--- src/sv/tqs_pkg.sv ---
// Shared types and constants for the task ready-queue scheduler.
// Beat payload structs, operation and task-state codes. No dependencies.
package tqs_pkg;

   localparam int OP_W        = 3;
   localparam int TASK_ID_W   = 3;
   localparam int STATE_W     = 3;
   localparam int LIVE_W      = 4;
   localparam int READY_CNT_W = 6;
   localparam int TICK_W      = 32;

   typedef enum logic [OP_W-1:0] {
      OP_CREATE   = 3'd0,
      OP_DELETE   = 3'd1,
      OP_DISPATCH = 3'd2,
      OP_YIELD    = 3'd3,
      OP_TERMINATE = 3'd4,
      OP_BLOCK    = 3'd5,
      OP_SUSPEND  = 3'd6,
      OP_RESUME   = 3'd7
   } op_type;

   typedef enum logic [STATE_W-1:0] {
      TASK_FREE    = 3'd0,
      TASK_READY   = 3'd1,
      TASK_RUN     = 3'd2,
      TASK_BLOCKED = 3'd3,
      TASK_STOPPED = 3'd4
   } task_state_type;

   typedef struct packed {
      logic [OP_W-1:0]      op;
      logic [TASK_ID_W-1:0] task_id;
   } req_payload_type;

   typedef struct packed {
      logic [TASK_ID_W-1:0]   dispatched_task;
      logic                   dispatched;
      logic [TASK_ID_W-1:0]   running_task;
      logic                   running_valid;
      logic [STATE_W-1:0]     addressed_state;
      logic [READY_CNT_W-1:0] ready_count;
      logic [LIVE_W-1:0]      active_tasks;
      logic [TICK_W-1:0]      tick_count;
      logic                   queue_overflow;
   } rsp_payload_type;

endpackage

--- src/sv/tqs_chan_if.sv ---
// Valid/ready channel carrying one payload per beat.
// Payload type is a parameter; normally a struct from tqs_pkg.
interface tqs_chan_if #(
   parameter type payload_type = logic
);
   logic        valid;
   logic        ready;
   payload_type payload;

   modport source (output valid, output payload, input ready);
   modport sink   (input valid, input payload, output ready);
endinterface

--- src/sv/tqs_ram.sv ---
// Generic single-write, single-read synchronous RAM, registered read data.
// No dependencies.
module tqs_ram #(
   parameter int WIDTH = 8,
   parameter int DEPTH = 16
) (
   input  logic                     clock,
   input  logic                     wr_en,
   input  logic [$clog2(DEPTH)-1:0] wr_addr,
   input  logic [WIDTH-1:0]         wr_data,
   input  logic                     rd_en,
   input  logic [$clog2(DEPTH)-1:0] rd_addr,
   output logic [WIDTH-1:0]         rd_data
);
   logic [WIDTH-1:0] mem_ff [DEPTH];
   logic [WIDTH-1:0] rd_data_ff;

   always_ff @(posedge clock) begin
      if (wr_en) begin
         mem_ff[wr_addr] <= wr_data;
      end
      if (rd_en) begin
         rd_data_ff <= mem_ff[rd_addr];
      end
   end

   assign rd_data = rd_data_ff;
endmodule

--- src/sv/task_ready_queue_scheduler_unit.sv ---
// Task ready-queue scheduler: per-task state RAM plus ring-buffer ready queue RAM.
// Depends on tqs_pkg, tqs_chan_if and tqs_ram.
//
//   channel    dir   payload                          beat
//   req_chan   in    op, task_id                      valid & ready
//   rsp_chan   out   dispatched_task .. overflow      valid & ready
//
// Create, suspend, resume, yield, terminate, block: S_LOOK, then S_FIN and S_FINW.
// Dispatch: S_POP, S_POPV, S_POPS per queue entry popped, until a ready task or an empty queue.
// Delete: S_LOOK, then S_PURGE_RD and S_PURGE_WR per queue entry, a read-compare-write walk
// over the read and write ports of the queue RAM.
// Reset is synchronous; clears control state and the task-state valid bits.
// A new item is taken while the previous result waits in the output register;
// a full output register holds the block in its final cycle.
module task_ready_queue_scheduler_unit #(
   parameter int NUM_TASKS   = 8,
   parameter int QUEUE_DEPTH = 32
) (
   input logic clock,
   input logic reset,
   tqs_chan_if.sink   req_chan,
   tqs_chan_if.source rsp_chan
);
   localparam int TID_W  = tqs_pkg::TASK_ID_W;
   localparam int TIDX_W = $clog2(NUM_TASKS);
   localparam int QPTR_W = $clog2(QUEUE_DEPTH);
   localparam int QCNT_W = $clog2(QUEUE_DEPTH + 1);

   typedef enum logic [8:0] {
      S_IDLE     = 9'b000000001,
      S_LOOK     = 9'b000000010,
      S_POP      = 9'b000000100,
      S_POPV     = 9'b000001000,
      S_POPS     = 9'b000010000,
      S_PURGE_RD = 9'b000100000,
      S_PURGE_WR = 9'b001000000,
      S_FIN      = 9'b010000000,
      S_FINW     = 9'b100000000
   } fsm_type;

   function automatic logic [TIDX_W-1:0] to_idx(input logic [TID_W-1:0] t);
      logic [TIDX_W+TID_W-1:0] w;
      begin
         w = {{TIDX_W{1'b0}}, t};
         return w[TIDX_W-1:0];
      end
   endfunction

   function automatic logic [QPTR_W-1:0] ptr_inc(input logic [QPTR_W-1:0] p);
      begin
         return (p == QPTR_W'(QUEUE_DEPTH - 1)) ? '0 : p + 1'b1;
      end
   endfunction

   fsm_type                      state_ff, state_in;
   tqs_pkg::op_type              op_ff, op_in;
   logic [TID_W-1:0]             tid_ff, tid_in;
   logic                         tok_ff, tok_in;
   logic [QPTR_W-1:0]            head_ff, head_in;
   logic [QCNT_W-1:0]            count_ff, count_in;
   logic [TID_W-1:0]             cur_ff, cur_in;
   logic                         cur_valid_ff, cur_valid_in;
   logic [tqs_pkg::LIVE_W-1:0]   live_ff, live_in;
   logic [tqs_pkg::TICK_W-1:0]   ticks_ff, ticks_in;
   logic                         found_ff, found_in;
   logic [TID_W-1:0]             chosen_ff, chosen_in;
   logic                         ovf_ff, ovf_in;
   logic [QPTR_W-1:0]            prd_ff, prd_in;
   logic [QPTR_W-1:0]            pwr_ff, pwr_in;
   logic [QCNT_W-1:0]            pleft_ff, pleft_in;
   logic [QCNT_W-1:0]            kept_ff, kept_in;
   logic [TID_W-1:0]             pop_v_ff, pop_v_in;
   logic [NUM_TASKS-1:0]         st_valid_ff;
   logic                         st_rd_valid_ff, st_rd_valid_in;
   logic                         rsp_valid_ff, rsp_valid_in;
   tqs_pkg::rsp_payload_type     rsp_data_ff, rsp_data_in;

   logic                         st_we, st_re;
   logic [TIDX_W-1:0]            st_waddr, st_raddr;
   logic [tqs_pkg::STATE_W-1:0]  st_wdata, st_rdata, sd;
   logic                         q_we, q_re;
   logic [QPTR_W-1:0]            q_waddr, q_raddr;
   logic [TID_W-1:0]             q_wdata, q_rdata;

   logic                         do_push;
   logic [TID_W-1:0]             push_id;
   logic                         rsp_load;
   logic                         req_beat;
   logic                         q_full;
   logic [QCNT_W:0]              tail_sum, tail_wide;
   logic [QPTR_W-1:0]            tail_ptr;
   logic [QCNT_W+tqs_pkg::READY_CNT_W-1:0] cnt_wide;

   tqs_ram #(.WIDTH(tqs_pkg::STATE_W), .DEPTH(NUM_TASKS)) u_state_ram (
      .clock   (clock),
      .wr_en   (st_we),
      .wr_addr (st_waddr),
      .wr_data (st_wdata),
      .rd_en   (st_re),
      .rd_addr (st_raddr),
      .rd_data (st_rdata)
   );

   tqs_ram #(.WIDTH(TID_W), .DEPTH(QUEUE_DEPTH)) u_queue_ram (
      .clock   (clock),
      .wr_en   (q_we),
      .wr_addr (q_waddr),
      .wr_data (q_wdata),
      .rd_en   (q_re),
      .rd_addr (q_raddr),
      .rd_data (q_rdata)
   );

   assign req_beat  = req_chan.valid && req_chan.ready;
   assign req_chan.ready = (state_ff == S_IDLE);
   assign rsp_chan.valid   = rsp_valid_ff;
   assign rsp_chan.payload = rsp_data_ff;

   // never-written entries read as free
   assign sd = st_rd_valid_ff ? st_rdata : tqs_pkg::TASK_FREE;

   assign q_full    = (count_ff == QCNT_W'(QUEUE_DEPTH));
   assign tail_sum  = {{(QCNT_W + 1 - QPTR_W){1'b0}}, head_ff} + {1'b0, count_ff};
   assign tail_wide = (tail_sum >= (QCNT_W + 1)'(QUEUE_DEPTH)) ?
                      tail_sum - (QCNT_W + 1)'(QUEUE_DEPTH) : tail_sum;
   assign tail_ptr  = tail_wide[QPTR_W-1:0];
   assign cnt_wide  = {{tqs_pkg::READY_CNT_W{1'b0}}, count_ff};

   always_comb begin
      state_in     = state_ff;
      op_in        = op_ff;
      tid_in       = tid_ff;
      tok_in       = tok_ff;
      head_in      = head_ff;
      count_in     = count_ff;
      cur_in       = cur_ff;
      cur_valid_in = cur_valid_ff;
      live_in      = live_ff;
      ticks_in     = ticks_ff;
      found_in     = found_ff;
      chosen_in    = chosen_ff;
      ovf_in       = ovf_ff;
      prd_in       = prd_ff;
      pwr_in       = pwr_ff;
      pleft_in     = pleft_ff;
      kept_in      = kept_ff;
      pop_v_in     = pop_v_ff;
      st_rd_valid_in = st_rd_valid_ff;
      st_we    = 1'b0;
      st_waddr = '0;
      st_wdata = tqs_pkg::TASK_FREE;
      st_re    = 1'b0;
      st_raddr = '0;
      q_we     = 1'b0;
      q_waddr  = '0;
      q_wdata  = '0;
      q_re     = 1'b0;
      q_raddr  = '0;
      do_push  = 1'b0;
      push_id  = '0;
      rsp_load = 1'b0;

      unique case (state_ff)
         S_IDLE: begin
            if (req_beat) begin
               op_in     = tqs_pkg::op_type'(req_chan.payload.op);
               tid_in    = req_chan.payload.task_id;
               tok_in    = int'(req_chan.payload.task_id) < NUM_TASKS;
               found_in  = 1'b0;
               chosen_in = '0;
               ovf_in    = 1'b0;
               if (req_chan.payload.op == tqs_pkg::OP_DISPATCH) begin
                  ticks_in = ticks_ff + 1'b1;
                  state_in = S_POP;
               end else begin
                  st_re = 1'b1;
                  if (req_chan.payload.op == tqs_pkg::OP_YIELD ||
                      req_chan.payload.op == tqs_pkg::OP_TERMINATE ||
                      req_chan.payload.op == tqs_pkg::OP_BLOCK) begin
                     st_raddr = to_idx(cur_ff);
                  end else begin
                     st_raddr = to_idx(req_chan.payload.task_id);
                  end
                  state_in = S_LOOK;
               end
            end
         end
         S_LOOK: begin
            state_in = S_FIN;
            st_waddr = to_idx(tid_ff);
            unique case (op_ff)
               tqs_pkg::OP_CREATE: begin
                  if (tok_ff && sd == tqs_pkg::TASK_FREE) begin
                     st_we    = 1'b1;
                     st_wdata = tqs_pkg::TASK_READY;
                     live_in  = live_ff + 1'b1;
                     do_push  = 1'b1;
                     push_id  = tid_ff;
                  end
               end
               tqs_pkg::OP_DELETE: begin
                  if (tok_ff && sd != tqs_pkg::TASK_FREE) begin
                     st_we    = 1'b1;
                     st_wdata = tqs_pkg::TASK_FREE;
                     if (live_ff != '0) begin
                        live_in = live_ff - 1'b1;
                     end
                     if (cur_valid_ff && cur_ff == tid_ff) begin
                        cur_valid_in = 1'b0;
                     end
                     prd_in   = head_ff;
                     pwr_in   = head_ff;
                     pleft_in = count_ff;
                     kept_in  = '0;
                     state_in = S_PURGE_RD;
                  end
               end
               tqs_pkg::OP_DISPATCH: begin
               end
               tqs_pkg::OP_YIELD: begin
                  if (cur_valid_ff) begin
                     if (sd == tqs_pkg::TASK_RUN) begin
                        st_we    = 1'b1;
                        st_waddr = to_idx(cur_ff);
                        st_wdata = tqs_pkg::TASK_READY;
                        do_push  = 1'b1;
                        push_id  = cur_ff;
                     end
                     cur_valid_in = 1'b0;
                  end
               end
               tqs_pkg::OP_TERMINATE, tqs_pkg::OP_BLOCK: begin
                  if (cur_valid_ff) begin
                     st_we    = 1'b1;
                     st_waddr = to_idx(cur_ff);
                     st_wdata = (op_ff == tqs_pkg::OP_TERMINATE) ?
                                tqs_pkg::TASK_STOPPED : tqs_pkg::TASK_BLOCKED;
                     cur_valid_in = 1'b0;
                  end
               end
               tqs_pkg::OP_SUSPEND: begin
                  if (tok_ff && (sd == tqs_pkg::TASK_RUN || sd == tqs_pkg::TASK_READY)) begin
                     st_we    = 1'b1;
                     st_wdata = tqs_pkg::TASK_BLOCKED;
                  end
               end
               tqs_pkg::OP_RESUME: begin
                  if (tok_ff && sd == tqs_pkg::TASK_BLOCKED) begin
                     st_we    = 1'b1;
                     st_wdata = tqs_pkg::TASK_READY;
                     do_push  = 1'b1;
                     push_id  = tid_ff;
                  end
               end
            endcase
            if (do_push) begin
               if (q_full) begin
                  ovf_in = 1'b1;
               end else begin
                  q_we     = 1'b1;
                  q_waddr  = tail_ptr;
                  q_wdata  = push_id;
                  count_in = count_ff + 1'b1;
               end
            end
         end
         S_POP: begin
            if (count_ff == '0) begin
               cur_valid_in = 1'b0;
               state_in     = S_FIN;
            end else begin
               q_re     = 1'b1;
               q_raddr  = head_ff;
               head_in  = ptr_inc(head_ff);
               count_in = count_ff - 1'b1;
               state_in = S_POPV;
            end
         end
         S_POPV: begin
            pop_v_in = q_rdata;
            if (int'(q_rdata) < NUM_TASKS) begin
               st_re    = 1'b1;
               st_raddr = to_idx(q_rdata);
               state_in = S_POPS;
            end else begin
               state_in = S_POP;
            end
         end
         S_POPS: begin
            if (sd == tqs_pkg::TASK_READY) begin
               st_we        = 1'b1;
               st_waddr     = to_idx(pop_v_ff);
               st_wdata     = tqs_pkg::TASK_RUN;
               cur_in       = pop_v_ff;
               cur_valid_in = 1'b1;
               found_in     = 1'b1;
               chosen_in    = pop_v_ff;
               state_in     = S_FIN;
            end else begin
               state_in = S_POP;
            end
         end
         S_PURGE_RD: begin
            if (pleft_ff == '0) begin
               count_in = kept_ff;
               state_in = S_FIN;
            end else begin
               q_re     = 1'b1;
               q_raddr  = prd_ff;
               prd_in   = ptr_inc(prd_ff);
               pleft_in = pleft_ff - 1'b1;
               state_in = S_PURGE_WR;
            end
         end
         S_PURGE_WR: begin
            if (q_rdata != tid_ff) begin
               q_we    = 1'b1;
               q_waddr = pwr_ff;
               q_wdata = q_rdata;
               pwr_in  = ptr_inc(pwr_ff);
               kept_in = kept_ff + 1'b1;
            end
            state_in = S_PURGE_RD;
         end
         S_FIN: begin
            st_re    = 1'b1;
            st_raddr = to_idx(tid_ff);
            state_in = S_FINW;
         end
         S_FINW: begin
            if (!rsp_valid_ff || rsp_chan.ready) begin
               rsp_load = 1'b1;
               state_in = S_IDLE;
            end
         end
         default: begin
            state_in = S_IDLE;
         end
      endcase

      if (st_re) begin
         st_rd_valid_in = st_valid_ff[st_raddr];
      end
   end

   always_comb begin
      rsp_data_in                 = rsp_data_ff;
      rsp_valid_in                = rsp_valid_ff;
      if (rsp_chan.ready) begin
         rsp_valid_in = 1'b0;
      end
      if (rsp_load) begin
         rsp_valid_in                    = 1'b1;
         rsp_data_in.dispatched_task     = found_ff ? chosen_ff : '0;
         rsp_data_in.dispatched          = found_ff;
         rsp_data_in.running_task        = cur_valid_ff ? cur_ff : '0;
         rsp_data_in.running_valid       = cur_valid_ff;
         rsp_data_in.addressed_state     = tok_ff ? sd : '0;
         rsp_data_in.ready_count         = cnt_wide[tqs_pkg::READY_CNT_W-1:0];
         rsp_data_in.active_tasks        = live_ff;
         rsp_data_in.tick_count          = ticks_ff;
         rsp_data_in.queue_overflow      = ovf_ff;
      end
   end

   always_ff @(posedge clock) begin
      if (reset) begin
         state_ff     <= S_IDLE;
         head_ff      <= '0;
         count_ff     <= '0;
         cur_ff       <= '0;
         cur_valid_ff <= 1'b0;
         live_ff      <= '0;
         ticks_ff     <= '0;
         rsp_valid_ff <= 1'b0;
         st_valid_ff  <= '0;
      end else begin
         state_ff     <= state_in;
         head_ff      <= head_in;
         count_ff     <= count_in;
         cur_ff       <= cur_in;
         cur_valid_ff <= cur_valid_in;
         live_ff      <= live_in;
         ticks_ff     <= ticks_in;
         rsp_valid_ff <= rsp_valid_in;
         if (st_we) begin
            st_valid_ff[st_waddr] <= 1'b1;
         end
      end
   end

   always_ff @(posedge clock) begin
      op_ff          <= op_in;
      tid_ff         <= tid_in;
      tok_ff         <= tok_in;
      found_ff       <= found_in;
      chosen_ff      <= chosen_in;
      ovf_ff         <= ovf_in;
      prd_ff         <= prd_in;
      pwr_ff         <= pwr_in;
      pleft_ff       <= pleft_in;
      kept_ff        <= kept_in;
      pop_v_ff       <= pop_v_in;
      st_rd_valid_ff <= st_rd_valid_in;
      rsp_data_ff    <= rsp_data_in;
   end
endmodule

--- src/flat_wrapper.sv ---
// flat-port wrapper written by rule: the top's interface ports become plain ports
module task_ready_queue_scheduler_unit_flat import tqs_pkg::*;
#(
   parameter int NUM_TASKS   = 8,
   parameter int QUEUE_DEPTH = 32
)
  (clock, reset, req_chan_valid, req_chan_payload, req_chan_ready, rsp_chan_valid, rsp_chan_payload, rsp_chan_ready);
  tqs_chan_if #(.payload_type(req_payload_type)) req_chan_i ();
  tqs_chan_if #(.payload_type(rsp_payload_type)) rsp_chan_i ();
  input logic clock;
  input logic reset;
  input wire logic [$bits(req_chan_i.valid)-1:0] req_chan_valid;
  input wire logic [$bits(req_chan_i.payload)-1:0] req_chan_payload;
  output wire logic [$bits(req_chan_i.ready)-1:0] req_chan_ready;
  output wire logic [$bits(rsp_chan_i.valid)-1:0] rsp_chan_valid;
  output wire logic [$bits(rsp_chan_i.payload)-1:0] rsp_chan_payload;
  input wire logic [$bits(rsp_chan_i.ready)-1:0] rsp_chan_ready;
  assign req_chan_i.valid = req_chan_valid;
  assign req_chan_i.payload = req_chan_payload;
  assign req_chan_ready = req_chan_i.ready;
  assign rsp_chan_valid = rsp_chan_i.valid;
  assign rsp_chan_payload = rsp_chan_i.payload;
  assign rsp_chan_i.ready = rsp_chan_ready;
  task_ready_queue_scheduler_unit #(.NUM_TASKS(NUM_TASKS), .QUEUE_DEPTH(QUEUE_DEPTH)) u_core (.clock(clock), .reset(reset), .req_chan(req_chan_i), .rsp_chan(rsp_chan_i));
endmodule
--- config.mk ---
export PLATFORM = sky130hd
export DESIGN_NAME = task_ready_queue_scheduler_unit_flat
export DESIGN_NICKNAME = d
export VERILOG_FILES = /design/src/sv/tqs_pkg.sv /design/src/sv/tqs_chan_if.sv /design/src/sv/tqs_ram.sv /design/src/sv/task_ready_queue_scheduler_unit.sv /design/src/flat_wrapper.sv
export SDC_FILE = /design/constraint.sdc
export NUM_CORES = 1
export LEC_CHECK = 0
export ABC_CLOCK_PERIOD_IN_PS = 5900
export BUFFER_PORTS_ARGS = -buffer_cell sky130_fd_sc_hd__clkbuf_2
export CAP_MARGIN = 15
export CELL_PAD_IN_SITES_DETAIL_PLACEMENT = 1
export CELL_PAD_IN_SITES_GLOBAL_PLACEMENT = 1
export CORE_MARGIN = 3
export CORE_UTILIZATION = 35
export CTS_CLUSTER_SIZE = 16
export DETAILED_ROUTE_END_ITERATION = 16
export PLACE_DENSITY_LB_ADDON = 0.1
export SETUP_SLACK_MARGIN = 0.05
export SLEW_MARGIN = 10
export SYNTH_ARGS = -nofsm -noshare
export SYNTH_HDL_FRONTEND = slang
export SYNTH_HIERARCHICAL = 1
export SYNTH_SLANG_ARGS = --single-unit
--- constraint.sdc ---
create_clock -name clock -period 5.9 [get_ports clock]
set_clock_uncertainty 0.2 [all_clocks]
set_input_delay 0 -clock clock [delete_from_list [all_inputs] [get_ports clock]]
set_output_delay 0 -clock clock [all_outputs]
set_load 0.01 [all_outputs]
# [Word-level counts from Yosys, hierarchy flattened]
# Memory sizes are Yosys's and may differ from the RTL's. A register that Yosys moved wholly into a read port is not among the register bits.
# Index checks and enable logic that the tools add are counted.
[totals] n_memories=2 output_inout_bits=56 ff_bits=160 elab_cells=254 inputBits=10 mem_bits_rw=120
[mem_list] name="u_core.u_queue_ram.mem_ff" words=32 width=3 read_ports=1 rd_ports_with_merged_regs=1 wr=1 line="tqs_ram.sv:15" rtl="logic [WIDTH-1:0] mem_ff [DEPTH];"
[mem_list] name="u_core.u_state_ram.mem_ff" words=8 width=3 read_ports=1 rd_ports_with_merged_regs=1 wr=1 line="tqs_ram.sv:15"
[classes] order_cmp=4 muxes=121 add_sub_neg=12 n_reduce_logical=37 eq_ne=47 bitwise_logic=2
[op_table] operator="$pmux W9 S9" n=1
[op_table] operator="$mux W5" n=13
[op_table] operator="$mux W3" n=21
[op_table] operator="$mux W6" n=10
[op_table] operator="$pmux W5 S2" n=4
[op_table] operator="$mux W1" n=36
[op_table] operator="$add A32 B1 Y32 const B" n=1
[op_table] operator="$mux W8" n=4
[op_table] operator="$pmux W3 S2" n=5
[op_table] operator="$mux W9" n=3
[op_table] operator="$pmux W6 S2" n=2
[op_table] operator="$ne A2 B1 Y1 const B" n=11
[op_table] operator="$eq A3 B3 Y1 const B" n=6
[op_table] operator="$pmux W3 S3" n=2
[op_table] operator="$pmux W6 S3" n=1
[op_table] operator="$add A5 B1 Y5 const B" n=3
[op_table] operator="$eq A3 B2 Y1 const B" n=5
[op_table] operator="$eq A5 B5 Y1 const B" n=3
[op_table] operator="$pmux W3 S5" n=1
[op_table] operator="$pmux W1 S2" n=7
[op_table] operator="$add A6 B1 Y6 const B" n=2
[op_table] operator="$logic_not A6 Y1" n=2
[op_table] operator="$mux W4" n=3
[op_table] operator="$reduce_and A4 Y1" n=3
[op_table] operator="other kinds (45)" n=74

# [Depth between registers and ports, before layout]
# Gate-level depths: netlist (run 1).
[logic_depth] ltp_word=11 mapped_depth=12

# [Cells and area by module]
# Netlist (run 1), hierarchy kept.
[by_module_without_submodules] module="task_ready_queue_scheduler_unit" cells_each=755 seq_area_each_um2=4113.9 instances=1 area_per_inst_um2=7747.4
[by_module_without_submodules] module="tqs_ram (u_core.u_queue_ram)" cells_each=185 seq_area_each_um2=2972.9 instances=1 area_per_inst_um2=3938.8
[by_module_without_submodules] module="tqs_ram (u_core.u_state_ram)" cells_each=50 seq_area_each_um2=810.8 instances=1 area_per_inst_um2=1072.3

# [Least setup slack after synthesis (run 1)]
# OpenSTA, ideal clock, no wires.
[synth_timing] kind="register to register" startpoint="register u_core.state_ff[7]" endpoint="register u_core.rsp_data_ff (netlist bit u_core/rsp_chan.payload[0]) (enable)" arrival_time_ps=3322 setup_time_ps=466 path_buffers=1 path_stages_with_launch=6 path_slack_ps=1912 cell_sequence="dfxtp_1 -> buf_2 -> nor4_2 -> and2_1 -> nand3_1 -> nor2_1"
[synth_between] elab_chain_len=2
[synth_rtl] element="from (decl)" line="task_ready_queue_scheduler_unit.sv:55" rtl="fsm_type state_ff, state_in;"
[synth_rtl] element="from (signal assigned)" line="task_ready_queue_scheduler_unit.sv:378" rtl="state_ff <= state_in;"
[synth_rtl] element="$eq A9 B9 Y1" line="task_ready_queue_scheduler_unit.sv:163" rtl="unique case (state_ff)"
[synth_rtl] element="$mux W1" line="task_ready_queue_scheduler_unit.sv:163"
[synth_rtl] element="named net u_core.rsp_load" line="task_ready_queue_scheduler_unit.sv:87" rtl="logic rsp_load;"
[synth_rtl] element="to (signal assigned)" line="task_ready_queue_scheduler_unit.sv:405" rtl="rsp_data_ff <= rsp_data_in;"
[synth_rtl] element="to (decl)" line="task_ready_queue_scheduler_unit.sv:76" rtl="tqs_pkg::rsp_payload_type rsp_data_ff, rsp_data_in;"
# The timed path passes the listed nets, and every way through them passes these cells.
# A chain may end at the register's enable or synchronous reset.

# [Worst setup path after layout (run 1)]
[layout_timing] startpoint="register u_core.state_ff[6]" endpoint="register u_core.u_queue_ram.rd_data_ff[1] (netlist: u_core/u_queue_ram/rd_data[1]), read port of u_core.u_queue_ram.mem_ff (data pin)"
[layout_between] elab_chain_len=2
[layout_rtl] element="$eq A9 B6 Y1 or $eq A9 B3 Y1 (tied branches)" line="task_ready_queue_scheduler_unit.sv:163"
[layout_rtl] element="$pmux W5 S2 (*)" line="task_ready_queue_scheduler_unit.sv:163"
[layout_rtl] element="named net u_core.q_raddr[2]" line="task_ready_queue_scheduler_unit.sv:82" rtl="logic [QPTR_W-1:0] q_waddr, q_raddr;"
[layout_rtl] element="to (decl)" line="tqs_ram.sv:16" rtl="logic [WIDTH-1:0] rd_data_ff;"
# The timed path passes the listed nets; every way through them passes the cells marked *.

==> results of run 1 <==
## through the flow
step / setup WS, ps / util, % / hold slack [ps] / cells
6_report: 1520 / 41.44 / 53.52 / 1565
5_1_grt: 1241 / 41.44 / 43.94 / 1565
4_1_cts: 1505 / 41.44 / 28.22 / 1565
3_5_place_dp: 1486 / 38.03 / 40.29 / 1491
3_3_place_gp: 1678 / 38.03 / 47.39 / 1491
2_1_floorplan: 1912 / - / -101.1 / 990
## Yosys cell counts (3+ instances only)
cell type	n	area (µm²)
nand4_1	12	75.07
a31oi_1	7	43.79
fa_1	3	60.06
and2_1	18	112.6
o31ai_1	7	52.55
or3_1	8	50.05
a22oi_1	5	37.54
buf_2	5	25.02
o211ai_1	4	30.03
nor3_1	17	85.08
a21oi_1	36	180.2
mux4_2	30	675.7
and4_1	6	52.55
nand2b_1	12	75.07
a211oi_1	3	22.52
nor3b_1	3	22.52
nor3_2	3	30.03
mux2i_1	17	170.2
nand3_1	24	120.1
o22ai_1	9	56.30
edfxtp_1	217	6516
clkbuf_1	26	97.59
nor2b_1	6	37.54
nor4_1	3	18.77
xnor2_1	33	289.0
o21ai_0	39	195.2
inv_1	33	123.9
or3b_2	5	43.79
a22o_1	5	43.79
mux2_2	7	78.83
a21o_1	7	52.55
nand3b_1	8	60.06
dfxtp_1	69	1381
ha_1	20	250.2
mux4_1	6	157.7
nor2_1	126	473.0
and3_1	9	56.30
nand2_1	81	304.0
xor2_1	24	210.2
buf_6	3	33.78
## metal layers
layer / track usage [%] / share of wire, % / routed length, µm / up-vias
li1: - / - / - / 3857
met1: 22.70 / 48 / 14700 / 3996
met2: 25.48 / 46 / 14190 / 148
met5: 0 / 0 / 0 / -
met4: 4.857 / 2.0 / 613 / 0
met3: 2.667 / 3.9 / 1188 / 36
## power by group through the flow
stage	Sequential [mW]	Combinational, mW	Clock (mW)
2_1_floorplan	2.21	0.0997	0
3_3_place_gp	2.22	0.126	0
3_5_place_dp	2.22	0.127	0
4_1_cts	2.18	0.132	2.17
5_1_grt	2.18	0.145	2.26
6_report	2.18	0.130	2.10
## final cells by class
class	instances	area, µm²	area share [%]
Multi-Input combinational cell	635	4588	30.98
Clock buffer	41	919.6	6.209
Tap cell	461	576.8	3.895
Clock inverter	23	196.4	1.326
Inverter	33	123.9	0.8364
Timing Repair Buffer	86	508.0	3.430
Sequential cell	286	7898	53.32
## worst max-delay path by stage
stage,from,endpoint,slack [ps],depth (start not counted)
floorplan,u_core/state_ff[7],u_core/rsp_chan.payload[0],1910,5
global placement,u_core/state_ff[6],u_core/u_queue_ram/rd_data[1],1680,7
detailed placement,u_core/state_ff[6],u_core/u_queue_ram/rd_data[1],1490,7
CTS,u_core/state_ff[6],u_core/u_queue_ram/rd_data[1],1510,7
global route,u_core/state_ff[7],u_core/u_queue_ram/rd_data[1],1240,7
finish,u_core/state_ff[6],u_core/u_queue_ram/rd_data[1],1520,7
## worst max-delay path, delay by kind of cell (launching register included)
kind | cells | cell delay, ps
compound gates | 1 | 1000
mux | 3 | 1240
flops | 1 | 370
simple gates | 3 | 1290
## cells by family (layout without fill, tap and decap cells)
group	Yosys count	in the layout	synth area share, %
DFF	286	286	61.90
buffers and inverters	69	183	2.285
AOI/OAI and AO/OA	140	140	7.267
xor gates and xnor gates	57	57	3.913
muxes	60	60	8.483
adders and majority gates	23	23	2.432
and+or+nand+nor	355	355	13.72
## flip-flops by register name, indices dropped and copies added (netlist names), 4 cells and up
| name | count |
|---|---|
| u_core/u_queue_ram/mem_ff | 96 |
| u_core/state_ff | 9 |
| u_core/prd_ff | 5 |
| u_core/ticks_ff | 32 |
| u_core/kept_ff | 6 |
| u_core/count_ff | 6 |
| u_core/pleft_ff | 6 |
| u_core/rsp_chan.payload | 54 |
| u_core/head_ff | 5 |
| u_core/pwr_ff | 5 |
| u_core/live_ff | 4 |
| u_core/u_state_ram/mem_ff | 24 |
| u_core/st_valid_ff | 8 |
## repair_timing
item	CTS	global route
hold buffers	10	0
buffers inserted	0	0
endpoints found under the hold margin	73	0
endpoints found under the setup margin	0	0
==> results.ini, run 1 <==
[status]
outcome=completed

[synth]
ys_seq_elements=286
synth_area_per_cell_um2=12.89
synthesis.area_um2=12760
synth_cell_types=69
synthFlopType=edfxtp_1
postSynthCellCount=990
syn_nets=1023
ys_seq_area_share_pct=61.90
synth_edf_count=217
ys_warn_count=6
postSynth.asyncResetShare_pct=0

[worst_hold_path]
hold_start=req_chan_payload[2]
hold_end=u_core/tid_ff[2]
hp-class=in2reg
hold_depth=2

[placed_design]
io_buffers=65
dpl-instance-area_um2=13590
place.gp.congestion=0.7628
hpwl_um=20940

[setup_path]
crit_chain=nor4_2 -> nand4_1 -> nor2_1 -> a22o_1 -> mux4_2 -> mux4_2 -> mux2_2
reg2reg_slack_ps=1520
reg2reg_from=u_core/state_ff[6]
path_common_cell=mux4_2
critPathMaxFanout=24
required_ps=5970
reg2reg_depth=7
path_class=reg2reg
cp-start-kind=flip-flop
reg2reg_to=u_core/u_queue_ram/rd_data[1]
critPathMaxStageDelay_ps=1000
worstPathArrival_ps=4450
slowest_stage=a22o_1
endpoint_kind=flip-flop

[clocking]
clock-sinks=286
clock-root-buffer=clkbuf_16
clockBufferDepth=3
htree_levels=2
cts.clk_slew.worst_paths_ps=60
cts_resized=0
cts_tree=done
clock_latency_ps=540
cts_made_buffers=35

[floorplanning]
row_count=69
dieWidth_um=196.9
core_um2=35740
dieArea_um2=38780
num_io_pins=66
start_util_pct=35.70
die_h_um=196.9

[timing]
fin_crit_sh_pct=74.25
setup_viol=0
max_freq_mhz=228.3
slew_headroom_pct=22.10
period_needed_ps=4380
tightest_slew_ps=1169
final.setup.tns_ps=0
finalHoldViolCount=0
rsz0062_at_grt=false
drv_slew=0

[drt]
remaining_drc_errors=0
drt-vias-per-instance=5.135
ant_nets=0
drt_wl_total_um=30690
wl_per_cell_um=19.61
first_iter_violations=549
drtPass1Iterations=4
vias=8037

[finish]
finalInstanceArea_um2=14810
synthToLayoutAreaGrowth_pct=16.08
most-common-layout-cells=217 x edfxtp_1, 125 x nor2_1, 81 x nand2_1
layout-drive-gt1-share_pct=17.03
layout_commonest_cell=edfxtp_1
fillers=3760
fin_nets=1110
n_antenna_cell=0

[power]
vdd_ir_drop_max_mv=0.2468
p_sw_mw=0.9538
p_leak_nw=4.776
powerDensity_nw_per_um2=297.8
p_int_mw=3.456
p_total_mw=4.410
switching_share_pct=21.63
pwr-share-clk_pct=47.6
pwr-share-seq_pct=49.5
combPwrFrac_pct=2.9

[global_routing]
antenna_found_initial=0
grt_overflow=0
grt_pass1_wl_um=48530
grt_max_degree=73
grt_util_all_layers_pct=16.02
grt_pass1_vias=8232

[run]
maxCapViolCount=0

(Power assumes the default switching activity.)
==> run 2: changes to the inputs <==
--- a/config.mk
+++ b/config.mk
@@ -5,7 +5,8 @@
 export SDC_FILE = /design/constraint.sdc
 export NUM_CORES = 1
 export LEC_CHECK = 0
-export ABC_CLOCK_PERIOD_IN_PS = 5900
+export ABC_AREA = 1
+export ABC_CLOCK_PERIOD_IN_PS = 3800
 export BUFFER_PORTS_ARGS = -buffer_cell sky130_fd_sc_hd__clkbuf_2
 export CAP_MARGIN = 15
 export CELL_PAD_IN_SITES_DETAIL_PLACEMENT = 1
==> constraint.sdc (replaced) <==
create_clock -name clock -period 3.8 [get_ports clock]
set_clock_uncertainty 0.2 [all_clocks]
set_input_delay 0 -clock clock [delete_from_list [all_inputs] [get_ports clock]]
set_output_delay 0 -clock clock [all_outputs]
set_load 0.01 [all_outputs]
==> results.ini, run 2 <==
[synth]
synth_cell_types=50
ys_warn_count=6
synth_edf_count=217
netlist_top_cells_count=390 x nand2_1, 217 x edfxtp_1, 167 x nor2_1
synth.largest_area_cell=edfxtp_1
postSynth.asyncResetShare_pct=0
yosysMostFrequentCell=nand2_1
synth.area.mux_share_pct=0
syn_nets=1514
synth_compound_gate_area_share_pct=4.799
yosysTopAreaCellShare_pct=47.78
synth_xor_area_share_pct=2.312
synth-simple-area-share_pct=26.63
synthFlopType=edfxtp_1
synth_area_per_cell_um2=9.208
synth_top_family_by_area=simple AND/OR/NAND/NOR gates
ys_seq_area_share_pct=57.91
yosys-top-cells-area=edfxtp_1 48%, nand2_1 11%, dfxtp_1 10%, nand3_1 5.5%, nor2_1 4.6%
postSynthCellCount=1481
ys_seq_elements=286
synthesis.area_um2=13640
synthAdderAreaFrac_pct=2.275

[timing]
final.setup.tns_ps=0
tightest_slew_ps=1030
setup_viol=0
max_freq_mhz=301.2
slew_headroom_pct=31.32
finalHoldViolCount=0
period_needed_ps=3320
fin_crit_sh_pct=87.36
rsz0062_at_grt=false
drv_slew=0

[finish]
multi_input_area_um2=4951
n_antenna_cell=0
fillers=4463
fin_util_pct=41.61
fin_nets=1614
max_flop_register=u_core/u_queue_ram/mem_ff
synthToLayoutAreaGrowth_pct=16.02
most-common-layout-cells=390 x nand2_1, 217 x edfxtp_1, 167 x nor2_1
layout_commonest_cell=nand2_1
largest_reg_flops=96
layout-drive-gt1-share_pct=12.82
seq_area_um2=7898

[power]
pwr-share-clk_pct=45.6
powerDensity_nw_per_um2=455.2
p_total_mw=7.202
pwr-share-seq_pct=48.0
p_sw_mw=1.659
combPwrFrac_pct=6.4
vdd_ir_drop_max_mv=0.2425
switching_share_pct=23.03
p_leak_nw=6.054
p_int_mw=5.543

[global_routing]
grt_overflow=0
grt_max_degree=49
grt_pass1_vias=11090
grt_pass1_wl_um=61580
grt_util_all_layers_pct=18.91
antenna_found_initial=0

[drt]
remaining_drc_errors=0
first_iter_violations=466
wl_per_cell_um=18.17
ant_nets=0
drt_wl_total_um=38480
drt-vias-per-instance=4.937
drtPass1Iterations=7
vias=10460

[clocking]
clock-root-buffer=clkbuf_16
cts_made_buffers=34
htree_levels=2
cts_tree=done
clock_latency_ps=540
postCtsSetupRepairBufs=0
cts.clk_slew.worst_paths_ps=60
clockBufferDepth=3
clock-sinks=286

[setup_path]
cp-start-kind=flip-flop
endpoint_kind=flip-flop
required_ps=3800
worstPathArrival_ps=3320
path_class=reg2reg
critPathMaxFanout=8

[placed_design]
hpwl_um=27350
place.gp.congestion=0.8196
io_buffers=65

[floorplanning]
start_util_pct=35.87
num_io_pins=66
die_h_um=203.4
row_count=71
dieArea_um2=41370
dieWidth_um=203.4
core_um2=38020

[run]
maxCapViolCount=0

[status]
outcome=completed

[worst_hold_path]
hp-class=in2reg

==> run 2: through the flow <==
step                std cells  setup WS (ps)  hold WS [ps]  instance area [µm²]
detailed placement       2047          285.9         47.70                14620
floorplan                1481          550.4        -101.1                13650
finish                   2118          480.4         47.59                15820
global placement         2047          409.3         37.27                14620
global route             2118          233.1         33.83                15820
CTS                      2118          277.0         16.15                15820
==> run 2: final cells by class <==
class,count,share of cell area (%)
well taps,511,4.041
clock buffers,48,6.176
repair buffers,98,3.764
multi-input cells,996,31.29
flip-flops and latches,286,49.92
clock inverters,14,0.8620
inverters,165,3.946
==> run 2: timing repair <==
action,4_1_cts,5_1_grt
endpoints found under the setup margin,0,21
hold endpoints to repair,81,0
hold buffers,9,0
gates resized for setup,0,1
==> run 2: final timing paths <==
check	start	to	slack [ps]	depth (start not counted)
max	u_core/st_rd_valid_ff	u_core/u_queue_ram/mem_ff[12][2]	480	11
min	req_chan_payload[1]	u_core/tid_ff[1]	50	2
max reg2reg	u_core/st_rd_valid_ff	u_core/u_queue_ram/mem_ff[12][2]	480	11
min reg2reg	u_core/ovf_ff	u_core/rsp_chan.payload[0]	220	0
==> run 2: logic make-up (layout without fill, tap and decap cells) <==
| kind of cell | count (synthesis) | in the layout |
|---|---|---|
| compound gates | 118 | 118 |
| xor+xnor | 36 | 36 |
| fa+ha+maj | 23 | 23 |
| buf+inv | 199 | 325 |
| flops | 286 | 286 |
| simple gates | 819 | 819 |
==> run 2: power by group through the flow <==
| stage | clock network [mW] | logic [mW] | registers (mW) |
|---|---|---|---|
| finish | 3.28 | 0.462 | 3.46 |
| global route | 3.51 | 0.522 | 3.47 |
| CTS | 3.39 | 0.471 | 3.46 |
| detailed placement | 0 | 0.462 | 3.52 |
| global placement | 0 | 0.457 | 3.52 |
| floorplan | 0 | 0.311 | 3.52 |
==> run 2: per-layer routing <==
metal,wire length (µm),up-vias,global-route usage (%)
met2,18080,163,31.28
met3,1502,54,3.368
met1,18120,5104,25.72
met4,771,0,5.162
met5,0,-,0
li1,-,5135,-
==> run 2: critical path, stage by stage (launching register included) <==
cell      delay, ps
edfxtp_1        430
nand2_1         160
inv_2            50
nand2_1         130
nor3_2           80
nor2_1          330
nand3b_1        180
buf_4           190
o21ai_0         140
inv_1           100
nand3_1         520
nor2_1          460
==> run 3: changes to the inputs <==
--- a/config.mk
+++ b/config.mk
@@ -6,7 +6,7 @@
 export NUM_CORES = 1
 export LEC_CHECK = 0
 export ABC_AREA = 1
-export ABC_CLOCK_PERIOD_IN_PS = 3800
+export ABC_CLOCK_PERIOD_IN_PS = 4300
 export BUFFER_PORTS_ARGS = -buffer_cell sky130_fd_sc_hd__clkbuf_2
 export CAP_MARGIN = 15
 export CELL_PAD_IN_SITES_DETAIL_PLACEMENT = 1
==> constraint.sdc (replaced) <==
create_clock -name clock -period 4.3 [get_ports clock]
set_clock_uncertainty 0.2 [all_clocks]
set_input_delay 0.86 -clock clock [delete_from_list [all_inputs] [get_ports clock]]
set_output_delay 0.86 -clock clock [all_outputs]
set_load 0.01 [all_outputs]
==> results.ini, run 3 (synthesis gave the netlist of run 2 again) <==
[drt]
drt_wl_total_um=37900
drt-vias-per-instance=4.939
ant_nets=0
drtPass1Iterations=5
vias=10360
first_iter_violations=483
wl_per_cell_um=18.07
remaining_drc_errors=0

[placed_design]
pre_cts_ws_ps=813.0
dpl-instance-area_um2=14550
io_buffers=65
hpwl_um=26770
place.gp.congestion=0.8438
dp.cells=2038

[finish]
n_antenna_cell=0
fillers=4439
largest_reg_flops=96
most-common-layout-cells=390 x nand2_1, 217 x edfxtp_1, 167 x nor2_1
fin_nets=1596
fin_cells=2097
synthToLayoutAreaGrowth_pct=14.46
layout_commonest_cell=nand2_1
finalInstanceArea_um2=15610
layout-drive-gt1-share_pct=12.30
max_flop_register=u_core/u_queue_ram/mem_ff

[timing]
period_needed_ps=3487
drv_slew=0
fin_crit_sh_pct=81.10
timing.final.ws_setup_ps=812.8
setup_viol=0
finalHoldViolCount=0
rsz0062_at_grt=false
tightest_slew_ps=1061
slew_headroom_pct=28.70
max_freq_mhz=286.8
final.setup.tns_ps=0

[setup_path]
reg2reg_from=u_core/st_rd_valid_ff
path_buf_inv=1
critPathMaxStageDelay_ps=530
cpLargestDelayFamily=simple AND/OR/NAND/NOR gates
crit_chain=nand2_1 -> inv_2 -> nand2_1 -> nor3_2 -> nor2_1 -> nand3b_1 -> o21ai_0 -> nand3_1 -> nor2_1
critPathMaxFanout=9
path_class=reg2reg
crit_start=u_core/st_rd_valid_ff
endpoint_kind=flip-flop
required_ps=4290
reg2reg_depth=9
slowest_stage=nand3_1
cp.depth=9
cp-start-kind=flip-flop
worstPathArrival_ps=3470

[floorplanning]
dieWidth_um=203.4
core_um2=38020
die_h_um=203.4
row_count=71
dieArea_um2=41370
start_util_pct=35.87
num_io_pins=66

[global_routing]
grt_util_all_layers_pct=18.68
grt_pass1_vias=10990
antenna_found_initial=0
grt_max_degree=49
grt_pass1_wl_um=60950
grt_overflow=0

[worst_hold_path]
hp-class=reg2reg
hold_start=u_core/st_valid_ff[0]
hold_depth=2

[power]
p_total_mw=6.241
p_leak_nw=5.947
powerDensity_nw_per_um2=399.9
vdd_ir_drop_max_mv=0.2211

[clocking]
clock-sinks=286
postCtsSetupRepairBufs=0
cts.clk_slew.worst_paths_ps=50
clockBufferDepth=3
cts_made_buffers=34
clock_latency_ps=530
htree_levels=2
holdBufCountCts=0
cts_tree=done
clock-root-buffer=clkbuf_16
cts_resized=0

[run]
maxCapViolCount=0

[status]
outcome=completed

[run 3: layout make-up]
type	count	area, µm²	area share (%)
flip-flops and latches	286	7898	50.60
inverters	165	624.3	4.000
well taps	511	639.4	4.096
multi-input cells	996	4951	31.72
clock inverters	15	148.9	0.9539
clock buffers	44	909.6	5.828
repair buffers	80	437.9	2.806
[run 3: final timing paths]
kind	to	slack, ps
setup / recovery	u_core/u_queue_ram/mem_ff[17][0]	810
hold / removal	u_core/st_valid_ff[0]	260
setup reg to reg	u_core/u_queue_ram/mem_ff[17][0]	810
hold reg to reg	u_core/st_valid_ff[0]	260
[run 3: worst min-delay path, delay by kind of cell (launching register included)]
kind	cells	cell delay (ps)
buffers and inverters	1	50
AO/OA/AOI/OAI	1	50
flip-flops	1	310
[run 3: report_power, final]
group | leakage, nW | switching, mW | internal (mW)
combinational | 3.14 | 0.283 | 0.115
sequential | 2.29 | 0.0469 | 3.01
clock | 0.516 | 1.11 | 1.67
[run 3: layer usage]
layer / track usage [%] / up-vias / routed length, µm / part of all wire [%]
li1: - / 5094 / - / -
met4: 4.597 / 0 / 748 / 2.0
met1: 24.68 / 5066 / 17670 / 47
met5: 0 / - / 0 / 0
met2: 31.74 / 147 / 18000 / 47
met3: 3.671 / 51 / 1480 / 3.9
[run 3: through the flow]
stage / util [%] / hold slack (ps)
after floorplan: - / 200.3
after global placement: 38.27 / 245.6
after detailed placement: 38.27 / 252.2
after CTS: 41.05 / 259.8
after global routing: 41.05 / 296.1
final: 41.05 / 256.4
